[src/design/ffpa_pkg.sv]
// ffpa_pkg: shared types and constants for the first fit partition allocator.
// No dependencies.
package ffpa_pkg;
	localparam int MAX_PARTS_DEF = 128;
	localparam int SIZE_W = 24;
	localparam int OWNER_W = 16;
	localparam int INDEX_W = 7;
	localparam int COUNT_W = 8;
	localparam int STATUS_W = 2;
	localparam int CFG_IDX_W = 1;
	localparam int CFG_DATA_W = 24;
	localparam logic [SIZE_W-1:0] TOTAL_SIZE_RST = 24'd1048576;

	localparam logic [STATUS_W-1:0] ST_OK = 2'd0;
	localparam logic [STATUS_W-1:0] ST_MISS = 2'd1;
	localparam logic [STATUS_W-1:0] ST_FULL = 2'd2;

	localparam logic ACT_ALLOC = 1'b0;
	localparam logic ACT_FREE = 1'b1;

	localparam logic [CFG_IDX_W-1:0] REG_MODE = 1'd0;
	localparam logic [CFG_IDX_W-1:0] REG_TOTAL = 1'd1;

	// One table entry as stored in memory.
	typedef struct packed {
		logic [OWNER_W-1:0] owner;
		logic [SIZE_W-1:0] size;
		logic used;
	} entry_t;
endpackage

[src/design/ffpa_ctrl.sv]
// ffpa_ctrl: sequencer that scans, shifts and updates the partition table.
// Depends on ffpa_pkg.
module ffpa_ctrl #(
	parameter int MAX_PARTS = ffpa_pkg::MAX_PARTS_DEF,
	localparam int AW = $clog2(MAX_PARTS),
	localparam int CW = $clog2(MAX_PARTS + 1)
) (
	input  logic                          clk,
	input  logic                          arst_n,
	input  logic                          cfg_we,
	input  logic [ffpa_pkg::CFG_IDX_W-1:0]  cfg_idx,
	input  logic [ffpa_pkg::CFG_DATA_W-1:0] cfg_data,
	input  logic                          in_valid,
	output logic                          in_stall,
	input  logic                          in_action,
	input  logic [ffpa_pkg::OWNER_W-1:0]  in_pid,
	input  logic [ffpa_pkg::SIZE_W-1:0]   in_req,
	output logic                          out_valid,
	input  logic                          out_stall,
	output logic [ffpa_pkg::STATUS_W-1:0] out_status,
	output logic [ffpa_pkg::INDEX_W-1:0]  out_index,
	output logic [ffpa_pkg::COUNT_W-1:0]  out_count,
	output logic                          we,
	output logic [AW-1:0]                 waddr,
	output ffpa_pkg::entry_t              wdata,
	output logic [AW-1:0]                 raddr,
	input  ffpa_pkg::entry_t              rdata
);
	typedef enum logic [9:0] {
		S_IDLE  = 10'b0000000001,
		S_SCAN  = 10'b0000000010,
		S_SHR   = 10'b0000000100,
		S_SPLIT = 10'b0000001000,
		S_PREV  = 10'b0000010000,
		S_NEXT  = 10'b0000100000,
		S_FIX   = 10'b0001000000,
		S_SHL   = 10'b0010000000,
		S_DONE  = 10'b0100000000,
		S_WAIT  = 10'b1000000000
	} state_t;

	state_t state_q;
	logic mode_q;
	logic [ffpa_pkg::SIZE_W-1:0] total_q;
	logic [CW-1:0] count_q;
	// Entry 0 is held outside memory validity: entries >= count are never used.
	logic zero_wr_q;
	logic action_q;
	logic [ffpa_pkg::OWNER_W-1:0] pid_q;
	logic [ffpa_pkg::SIZE_W-1:0] req_q;
	logic [AW-1:0] ptr_q;       // address of the entry now on the read data
	logic [AW-1:0] hit_q;       // matched entry
	logic [AW-1:0] tgt_q;       // unused
	logic rd_pend_q;
	ffpa_pkg::entry_t hit_e_q;
	ffpa_pkg::entry_t prev_e_q;
	logic [ffpa_pkg::SIZE_W-1:0] msize_q;
	logic [AW-1:0] mbase_q;     // merged entry position
	logic [1:0] drop_q;         // entries removed by merge
	logic [ffpa_pkg::STATUS_W-1:0] st_q;
	logic [ffpa_pkg::INDEX_W-1:0] idx_q;
	logic ovalid_q;
	logic [ffpa_pkg::STATUS_W-1:0] ostat_q;
	logic [ffpa_pkg::INDEX_W-1:0] oidx_q;
	logic [ffpa_pkg::COUNT_W-1:0] ocount_q;
	logic [AW-1:0] rptr;

	ffpa_pkg::entry_t rd_e;
	logic match;
	logic [ffpa_pkg::SIZE_W:0] sum;

	// Entry 0 reads its rebuilt value until the memory is written after rebuild.
	always_comb begin
		rd_e = rdata;
		if (zero_wr_q && ptr_q == '0) begin
			rd_e = '{owner: '0, size: total_q, used: 1'b0};
		end
	end

	always_comb begin
		if (action_q == ffpa_pkg::ACT_FREE) begin
			match = rd_e.used && rd_e.owner == pid_q;
		end else if (!mode_q) begin
			match = !rd_e.used && rd_e.size == req_q;
		end else begin
			match = !rd_e.used && rd_e.size >= req_q;
		end
	end

	assign sum = {1'b0, msize_q} + {1'b0, rd_e.size};
	assign raddr = rptr;
	assign in_stall = state_q != S_IDLE;
	assign out_valid = ovalid_q;
	assign out_status = ostat_q;
	assign out_index = oidx_q;
	assign out_count = ocount_q;

	// Drive memory read address and write port from the current step.
	always_comb begin
		we = 1'b0;
		waddr = ptr_q;
		wdata = rd_e;
		rptr = ptr_q;
		unique case (state_q)
			S_IDLE: rptr = '0;
			S_SCAN: begin
				rptr = ptr_q + AW'(1);
				// fetch the left neighbor when a dynamic free hits past entry 0
				if (match && action_q == ffpa_pkg::ACT_FREE && mode_q && ptr_q != '0) begin
					rptr = ptr_q - AW'(1);
				end
			end
			S_SHR: begin
				// move entry ptr to ptr+1, then read ptr-1
				if (rd_pend_q) begin
					we = 1'b1;
					waddr = ptr_q + AW'(1);
					rptr = ptr_q - AW'(1);
				end else begin
					rptr = ptr_q;
				end
			end
			S_SPLIT: begin
				we = 1'b1;
				waddr = hit_q;
				wdata = '{owner: pid_q, size: req_q, used: 1'b1};
			end
			S_PREV: rptr = hit_q + AW'(1);
			S_NEXT: rptr = hit_q + AW'(1);
			S_FIX: begin
				we = 1'b1;
				waddr = mbase_q;
				wdata = '{owner: hit_e_q.owner, size: msize_q, used: 1'b0};
				rptr = mbase_q + AW'(32'(drop_q) + 1);
			end
			S_SHL: begin
				if (rd_pend_q) begin
					we = 1'b1;
					waddr = ptr_q - AW'(drop_q);
					rptr = ptr_q + AW'(1);
				end else begin
					rptr = ptr_q;
				end
			end
			S_DONE, S_WAIT: rptr = ptr_q;
			default: rptr = ptr_q;
		endcase
	end

	// Advance the sequencer.
	always_ff @(posedge clk or negedge arst_n) begin
		if (!arst_n) begin
			state_q <= S_IDLE;
			mode_q <= 1'b1;
			total_q <= ffpa_pkg::TOTAL_SIZE_RST;
			count_q <= CW'(1);
			zero_wr_q <= 1'b1;
			ovalid_q <= 1'b0;
			ostat_q <= '0;
			oidx_q <= '0;
			ocount_q <= '0;
			ptr_q <= '0;
			rd_pend_q <= 1'b0;
		end else begin
			if (ovalid_q && !out_stall && state_q != S_WAIT) begin
				ovalid_q <= 1'b0;
			end
			if (cfg_we) begin
				if (cfg_idx == ffpa_pkg::REG_MODE) begin
					mode_q <= cfg_data[0];
				end else begin
					total_q <= cfg_data[ffpa_pkg::SIZE_W-1:0];
					count_q <= CW'(1);
					zero_wr_q <= 1'b1;
				end
			end
			if (we && waddr == '0) begin
				zero_wr_q <= 1'b0;
			end
			unique case (state_q)
				S_IDLE: begin
					ptr_q <= '0;
					if (in_valid && !in_stall) begin
						action_q <= in_action;
						pid_q <= in_pid;
						req_q <= in_req;
						st_q <= ffpa_pkg::ST_MISS;
						idx_q <= '0;
						if (in_action == ffpa_pkg::ACT_ALLOC && in_req == '0) begin
							state_q <= S_DONE;
						end else begin
							state_q <= S_SCAN;
						end
					end
				end
				S_SCAN: begin
					ptr_q <= ptr_q + AW'(1);
					if (match) begin
						hit_q <= ptr_q;
						hit_e_q <= rd_e;
						if (action_q == ffpa_pkg::ACT_ALLOC) begin
							if (mode_q && rd_e.size != req_q) begin
								if (count_q >= CW'(MAX_PARTS)) begin
									st_q <= ffpa_pkg::ST_FULL;
									state_q <= S_DONE;
								end else begin
									// shift entries count-1 down to hit+1 up by one
									ptr_q <= AW'(count_q - CW'(1));
									rd_pend_q <= 1'b0;
									state_q <= S_SHR;
								end
							end else begin
								st_q <= ffpa_pkg::ST_OK;
								idx_q <= ffpa_pkg::INDEX_W'(ptr_q);
								state_q <= S_SPLIT;
							end
						end else begin
							st_q <= ffpa_pkg::ST_OK;
							msize_q <= rd_e.size;
							mbase_q <= ptr_q;
							drop_q <= '0;
							if (!mode_q) begin
								idx_q <= ffpa_pkg::INDEX_W'(ptr_q);
								state_q <= S_FIX;
							end else if (ptr_q != '0) begin
								ptr_q <= ptr_q - AW'(1);
								state_q <= S_PREV;
							end else begin
								ptr_q <= ptr_q + AW'(1);
								state_q <= S_NEXT;
							end
						end
					end else if (CW'(ptr_q) + CW'(1) >= count_q) begin
						state_q <= S_DONE;
					end
				end
				S_SHR: begin
					// S_SHR first cycle has no data yet: ptr set, read issued
					if (!rd_pend_q) begin
						rd_pend_q <= 1'b1;
						ptr_q <= ptr_q;
					end else if (ptr_q == hit_q + AW'(1) || ptr_q == hit_q) begin
						state_q <= S_SPLIT;
						rd_pend_q <= 1'b0;
					end else begin
						ptr_q <= ptr_q - AW'(1);
					end
				end
				S_SPLIT: begin
					// remainder goes to hit+1
					if (action_q == ffpa_pkg::ACT_ALLOC && mode_q &&
							hit_e_q.size != req_q) begin
						count_q <= count_q + CW'(1);
						msize_q <= hit_e_q.size - req_q;
						mbase_q <= hit_q + AW'(1);
						drop_q <= '0;
						hit_e_q.owner <= '0;
						st_q <= ffpa_pkg::ST_OK;
						idx_q <= ffpa_pkg::INDEX_W'(hit_q);
						state_q <= S_FIX;
						ptr_q <= hit_q;
					end else begin
						state_q <= S_DONE;
					end
				end
				S_PREV: begin
					// rd_e is entry hit-1
					if (!rd_e.used) begin
						msize_q <= sum[ffpa_pkg::SIZE_W] ? '1 : sum[ffpa_pkg::SIZE_W-1:0];
						mbase_q <= hit_q - AW'(1);
						drop_q <= 2'd1;
					end
					ptr_q <= hit_q + AW'(1);
					if (CW'(hit_q) + CW'(1) >= count_q) begin
						state_q <= S_FIX;
					end else begin
						state_q <= S_NEXT;
					end
				end
				S_NEXT: begin
					// rd_e is entry hit+1, valid when hit+1 < count
					if (CW'(hit_q) + CW'(1) < count_q && !rd_e.used) begin
						msize_q <= sum[ffpa_pkg::SIZE_W] ? '1 : sum[ffpa_pkg::SIZE_W-1:0];
						drop_q <= drop_q + 2'd1;
					end
					state_q <= S_FIX;
				end
				S_FIX: begin
					if (action_q == ffpa_pkg::ACT_FREE) begin
						idx_q <= ffpa_pkg::INDEX_W'(mbase_q);
					end
					ptr_q <= mbase_q + AW'(32'(drop_q) + 1);
					rd_pend_q <= 1'b0;
					if (drop_q == '0 ||
							CW'(mbase_q) + CW'(drop_q) + CW'(1) >= count_q) begin
						count_q <= count_q - CW'(drop_q);
						state_q <= S_DONE;
					end else begin
						state_q <= S_SHL;
					end
				end
				S_SHL: begin
					// move entry ptr down by drop
					if (!rd_pend_q) begin
						rd_pend_q <= 1'b1;
					end else if (CW'(ptr_q) + CW'(1) >= count_q) begin
						count_q <= count_q - CW'(drop_q);
						state_q <= S_DONE;
					end else begin
						ptr_q <= ptr_q + AW'(1);
					end
				end
				S_DONE: state_q <= S_WAIT;
				S_WAIT: begin
					// hold the result until the output register is free
					if (!ovalid_q || !out_stall) begin
						ovalid_q <= 1'b1;
						ostat_q <= st_q;
						oidx_q <= idx_q;
						ocount_q <= ffpa_pkg::COUNT_W'(count_q);
						state_q <= S_IDLE;
					end
				end
				default: state_q <= S_IDLE;
			endcase
		end
	end
endmodule

[config.mk]
export PLATFORM = sky130hd
export DESIGN_NAME = ffpa_ctrl
export DESIGN_NICKNAME = d
export VERILOG_FILES = /design/src/design/ffpa_pkg.sv /design/src/design/ffpa_ctrl.sv
export SDC_FILE = /design/constraint.sdc
export NUM_CORES = 1
export LEC_CHECK = 0
export CAP_MARGIN = 20
export CORE_AREA = 2 2 156 173
export CTS_BUF_LIST = sky130_fd_sc_hd__clkbuf_4
export DETAILED_ROUTE_END_ITERATION = 12
export DIE_AREA = 0 0 158 175
export DONT_BUFFER_PORTS = 1
export GPL_ROUTABILITY_DRIVEN = 0
export PLACE_DENSITY = 0.74
export REMOVE_ABC_BUFFERS = 1
export SLEW_MARGIN = 0
export SYNTH_ARGS = -nofsm -noshare
export SYNTH_HDL_FRONTEND = slang
export SYNTH_SLANG_ARGS = --single-unit
[constraint.sdc]
create_clock -name clk -period 10.9 [get_ports clk]
set_clock_uncertainty 0.1 [all_clocks]
set_input_delay 2.18 -clock clk [delete_from_list [all_inputs] [get_ports clk]]
set_output_delay 2.18 -clock clk [all_outputs]
set_load 0.01 [all_outputs]
After elaboration in Yosys (flattened, before gate mapping)

Cells that the tools add are included.

Reductions and logical operators: 54
Equality and inequality tests: 37
Add/sub/neg operators: 17
$lt $le $gt $ge: 6
Muxes and demuxes: 95
Bitwise gates (word level): 3

Operators with widths:

| kind                                                                | count |
|---|---|
| 7-bit 2-to-1 mux                                                    | 27 |
| 24-bit 2-to-1 mux                                                   | 6 |
| 10-bit one-hot mux with 10 select lines                             | 1 |
| 24-bit one-hot mux with 4 select lines                              | 1 |
| 10-bit 2-to-1 mux                                                   | 9 |
| 41-bit 2-to-1 mux                                                   | 2 |
| 41-bit one-hot mux with 2 select lines                              | 1 |
| 7-bit one-hot mux with 4 select lines                               | 2 |
| 7-bit one-hot mux with 7 select lines                               | 1 |
| 8-bit 2-to-1 mux                                                    | 6 |
| 24-bit != test                                                      | 2 |
| 7-bit one-hot mux with 6 select lines                               | 1 |
| 9-bit 2-to-1 mux                                                    | 4 |
| 2-bit != test (second input constant)                               | 16 |
| 16-bit one-hot mux with 2 select lines                              | 1 |
| 24-bit by 24-bit adder with 25-bit output                           | 1 |
| 24-bit == test                                                      | 1 |
| 24-bit greater-or-equal comparator                                  | 1 |
| 8-bit greater-or-equal comparator                                   | 3 |
| 24-bit zero test                                                    | 1 |
| 8-bit one-hot mux with 3 select lines                               | 1 |
| 24-bit subtractor                                                   | 1 |
| 7-bit one-hot mux with 3 select lines                               | 1 |
| 7-bit by 1-bit subtractor with 7-bit output (second input constant) | 3 |
| other kinds (53)                                                    | 119 |

Output and inout bits: 75
Flip-flop bits (word level): 201

Longest topological paths before layout

Depth in word-level cells: 12
Gate-level depth with buffers: 20
Mapped depth without buffers: 17

Least setup slack after synthesis

Ideal clock, no wire load.

Path kind: input -> output
Start point: input port rdata[30] (netlist bit)
End point: output port raddr[3]
Buffers on the path: 2
Data arrival time: 4065 ps
Slack: 4555 ps
Required time: 8620 ps
Stages on the path: 11
Path through: clkbuf_1 nor4bb_1 a31o_2 a21oi_1 nor3_1 o21ai_0 or3_1 buf_2 mux2i_1 xor2_1 o21ai_0

Word-level cells in the longest chain between the ends: 9

RTL lines:

| what                                  | line             | source |
|---|---|---|
| start: declaration                    | ffpa_ctrl.sv:27  | `input ffpa_pkg::entry_t rdata` |
| 41-bit 2-to-1 mux                     | ffpa_ctrl.sv:75  | `if (zero_wr_q && ptr_q == '0) begin` |
| 16-bit == test                        | ffpa_ctrl.sv:82  | `match = rd_e.used && rd_e.owner == pid_q;` |
| 1-bit logical AND                     | ffpa_ctrl.sv:82  |  |
| 1-bit 2-to-1 mux                      | ffpa_ctrl.sv:81  | `if (action_q == ffpa_pkg::ACT_FREE) begin` |
| 1-bit logical AND (3 in series)       | ffpa_ctrl.sv:109 | `if (match && action_q == ffpa_pkg::ACT_FREE && mode_q && ptr_q != '0) begin` |
| 7-bit 2-to-1 mux                      | ffpa_ctrl.sv:109 |  |
| 7-bit one-hot mux with 6 select lines | ffpa_ctrl.sv:104 | `unique case (state_q)` |
| end: declaration                      | ffpa_ctrl.sv:26  | `output logic [AW-1:0] raddr,` |

Every way passes these cells.

Worst setup path in the final report

Start point: register ptr_q[1]
End point: output port raddr[3]

Word-level cells in the longest chain between the ends: 12
Elaborated cells between the ends (all ways): 22
Classes of those cells: 2 x add/sub; 1 x order compare; 2 x eq/ne; 7 x mux; 10 x reduce/logical

RTL lines:

| what                                                             | line                             | source |
|---|---|---|
| start: declaration                                               | ffpa_ctrl.sv:51                  | `logic [AW-1:0] ptr_q;` |
| start signal: assignment                                         | ffpa_ctrl.sv:197                 | `ptr_q <= ptr_q + AW'(1);` |
| start signal: assignment                                         | ffpa_ctrl.sv:208                 | `ptr_q <= AW'(count_q - CW'(1));` |
| start signal: assignment                                         | ffpa_ctrl.sv:226                 | `ptr_q <= ptr_q - AW'(1);` |
| 7-bit zero test                                                  | ffpa_ctrl.sv:75                  |  |
| 1-bit logical AND                                                | ffpa_ctrl.sv:75                  |  |
| 41-bit 2-to-1 mux                                                | ffpa_ctrl.sv:75                  |  |
| 24-bit greater-or-equal comparator, or another cell as far along | ffpa_ctrl.sv:86                  | `match = !rd_e.used && rd_e.size >= req_q;` |
| 1-bit logical AND, on equally long branches                      | ffpa_ctrl.sv:86, ffpa_ctrl.sv:84 |  |
| 1-bit 2-to-1 mux                                                 | ffpa_ctrl.sv:83                  | `end else if (!mode_q) begin` |
| 1-bit 2-to-1 mux                                                 | ffpa_ctrl.sv:81                  |  |
| 1-bit logical AND (3 in series)                                  | ffpa_ctrl.sv:109                 |  |
| 7-bit 2-to-1 mux                                                 | ffpa_ctrl.sv:109                 |  |
| 7-bit one-hot mux with 6 select lines (*)                        | ffpa_ctrl.sv:104                 |  |

Mark *: on every way between the ends. The rest lies on a longest branch, timed or not.

==> impl_metrics.env <==
export IMPL_final_common_cell="nand2_1"
export IMPL_routed_wl_um=46300
export IMPL_p_sw_mw=1.35
export IMPL_crit_family="simple AND/OR/NAND/NOR gates"
export IMPL_synth_flop_cell="edfxtp_1"
export IMPL_finalSetupViolCount=0
export IMPL_antenna_left=0
export IMPL_cts_buffers=17
export IMPL_ios=187
export IMPL_ys_seq_elements=200
export IMPL_syn_area_per_cell_um2=9.17
export IMPL_final_util=0.602
export IMPL_synth_top_area_frac=0.259
export IMPL_post_cts_resized=0
export IMPL_clock_latency_ns=0.63
export IMPL_hold_path_class="flop to flop"
export IMPL_clkTransAtPathRegs_ns=0.23
export IMPL_setup_slack_ns=4.06
export IMPL_path_class="flop to output port"
export IMPL_rr_endpoint="hit_e_q[21]"
export IMPL_r2r_cells=15
export IMPL_htree_levels=4
export IMPL_swShare=0.462
export IMPL_whs_path_depth=1
export IMPL_combPwrFrac=0.489
export IMPL_port_buffers=0
export IMPL_grt_max_degree=74
export IMPL_hold_buffers=0
export IMPL_cts_tree="done"
export IMPL_setup_worst_path_start_class="flop"
export IMPL_cts_sinks=200
export IMPL_antenna_found_initial=1
export IMPL_place_hpwl_um=33800
export IMPL_fin_setup_tns_ns=0
export IMPL_grt_use_total=0.332
export IMPL_wl_per_cell_um=23.6
export IMPL_fin_cells=1958
export IMPL_fp_dieW_um=158
export IMPL_maxCapViolCount=0
export IMPL_final_max_slew_viol_count=0
export IMPL_num_vias=13500
export IMPL_core_area_mm2=0.0259
export IMPL_slowest_stage="dfrtp_1"
export IMPL_overflow=0
export IMPL_clock_path_buffers=2
export IMPL_hold_viol_final=0
export IMPL_synthCells=1645
export IMPL_syn_area_mm2=0.0151
export IMPL_min_from="idx_q[5]"
export IMPL_start_util=0.582
export IMPL_final_cell_mix="nand2_1 (176), edfxtp_1 (130), o21ai_0 (110), ha_1 (110), a21oi_1 (104)"
export IMPL_end_kind="output port"
export IMPL_final_min_clock_period_ns=6.84
export IMPL_grt_pass1_vias=12900
export IMPL_die_area_mm2=0.0277
export IMPL_leakagePower_nw=6.22
export IMPL_p_int_mw=1.57
export IMPL_max_slew_worst_pin_slew_ns=1.10
export IMPL_max_stage_delay_ns=0.75
export IMPL_crit_arrival_ns=4.56
export IMPL_synth_area_top_cells="edfxtp_1 (26%), dfrtp_1 (11%), ha_1 (9.1%)"
export IMPL_area_growth_pct=3.46
export IMPL_rsz0062_at_grt="false"
export IMPL_synth_distinct_cells=87
export IMPL_synth_seq_area_share=0.375
export IMPL_drive_gt1_frac=0.0748
export IMPL_ir_worst_vdd_uv=80.2
export IMPL_viasPerCell=6.87
export IMPL_drc_errors=0
export IMPL_async_reset_ff_frac=0.350
export IMPL_cp_required_ns=8.62
export IMPL_p_seq_frac=0.367
export IMPL_grt_first_pass_wirelength_um=70900
export IMPL_die_h_um=175
export IMPL_finalCritPeriodShare=0.628
export IMPL_synth_edf_count=130
export IMPL_place_inst=1924
export IMPL_num_rows=62
export IMPL_crit_buf_inv=1
export IMPL_reg2reg_from="ptr_q[0]"
export IMPL_fmax_mhz=146
export IMPL_firstDrtPassIters=9
export IMPL_post_cts_setup_buffers=0
export IMPL_fin_nets=1819
export IMPL_drt_iter0_drc=1635
export IMPL_root_buffer="clkbuf_4"
export IMPL_max_slew_margin_rel=0.259
export IMPL_post_place_ws_ns=4.19
export IMPL_yosysWarnings=0
export IMPL_whs_endpoint="out_index[5]"
export IMPL_status="complete, no violations"
export IMPL_path_max_fanout=15
export IMPL_reg2reg_slack_ns=4.14
export IMPL_power_frac_clock=0.144
export IMPL_power_density_mw_per_mm2=188
export IMPL_crit_path_cell_trace="inv_1, ha_1, nor4bb_1, nand2_1, nand2_1, a222oi_1, o21ai_0, or3_1, mux2i_1, xor2_1, o21ai_0"
export IMPL_holdWs_ns=0.356
export IMPL_synth_top_cell_by_area="edfxtp_1"
logic make-up (layout without fill, tap and decap cells):
logic type	after synthesis	count (layout)	share of synthesized area
AO/OA/AOI/OAI	463	463	0.203
XOR/XNOR	103	103	0.0598
adder cells (fa/ha/maj)	115	115	0.0979
buffers and inverters	177	137	0.0451
flip-flops	200	200	0.375
multiplexers	73	73	0.0523
other	0	1	0
AND/OR/NAND/NOR	514	514	0.167
synth_stat cells, drive strengths merged, types with 26 or more instances:
cell type,number
nor3,39
nand3,50
nor2,96
ha,110
a22oi,55
buf,29
a21oi,104
clkbuf,57
nand2,176
xnor2,74
and2,26
mux2,46
xor2,29
o21ai,114
edfxtp,130
dfrtp,65
mux2i,27
inv,90
metal layers:
layer,up-vias,track usage,part of all wire
li1,6012,-,-
met1,6316,0.451,0.40
met2,969,0.501,0.43
met3,156,0.0952,0.13
met4,0,0.128,0.039
met5,-,0,0
stage by stage:
stage                     power (mW)  cell area (um^2)
after floorplan                 2.09             14700
after global placement          2.44             15300
after detailed placement        2.47             15300
after CTS                       2.89             15600
after global routing            3.10             15600
final                           2.93             15600
power by group through the flow:
stage	logic [mW]	clock network (mW)	registers, mW
2_1_floorplan	1.03	0	1.05
5_1_grt	1.56	0.450	1.09
4_1_cts	1.40	0.427	1.07
6_report	1.43	0.422	1.07
3_3_place_gp	1.36	0	1.08
3_5_place_dp	1.38	0	1.09
sequential cells by signal, indices dropped and copies added, names as in the netlist, 8 cells and up:
name,count
hit_e_q,40
msize_q,24
state_q,10
req_q,24
out_count,8
count_q,8
total_q,24
pid_q,16
worst max path at each step:
stage / from / endpoint / slack, ns / depth (start not counted)
5_1_grt: ptr_q[0] / drop_q[0] / 3.68 / 18
3_5_place_dp: rdata[32] / raddr[3] / 4.19 / 8
6_report: ptr_q[1] / raddr[3] / 4.06 / 11
2_1_floorplan: ptr_q[0] / drop_q[0] / 3.86 / 15
3_3_place_gp: rdata[38] / raddr[3] / 4.23 / 8
4_1_cts: state_q[9] / wdata[33] / 4.08 / 7
final cells by class:
type / count / area [um^2]
clock buffer: 18 / 135
multi-input combinational: 1268 / 8760
clock inverter: 14 / 153
timing repair buffer: 14 / 105
fill: 2311 / 10300
antenna: 1 / 2.50
tap: 352 / 440
sequential: 200 / 5660
inverter: 91 / 342
No activity file was read; power rests on OpenSTA's default activity.
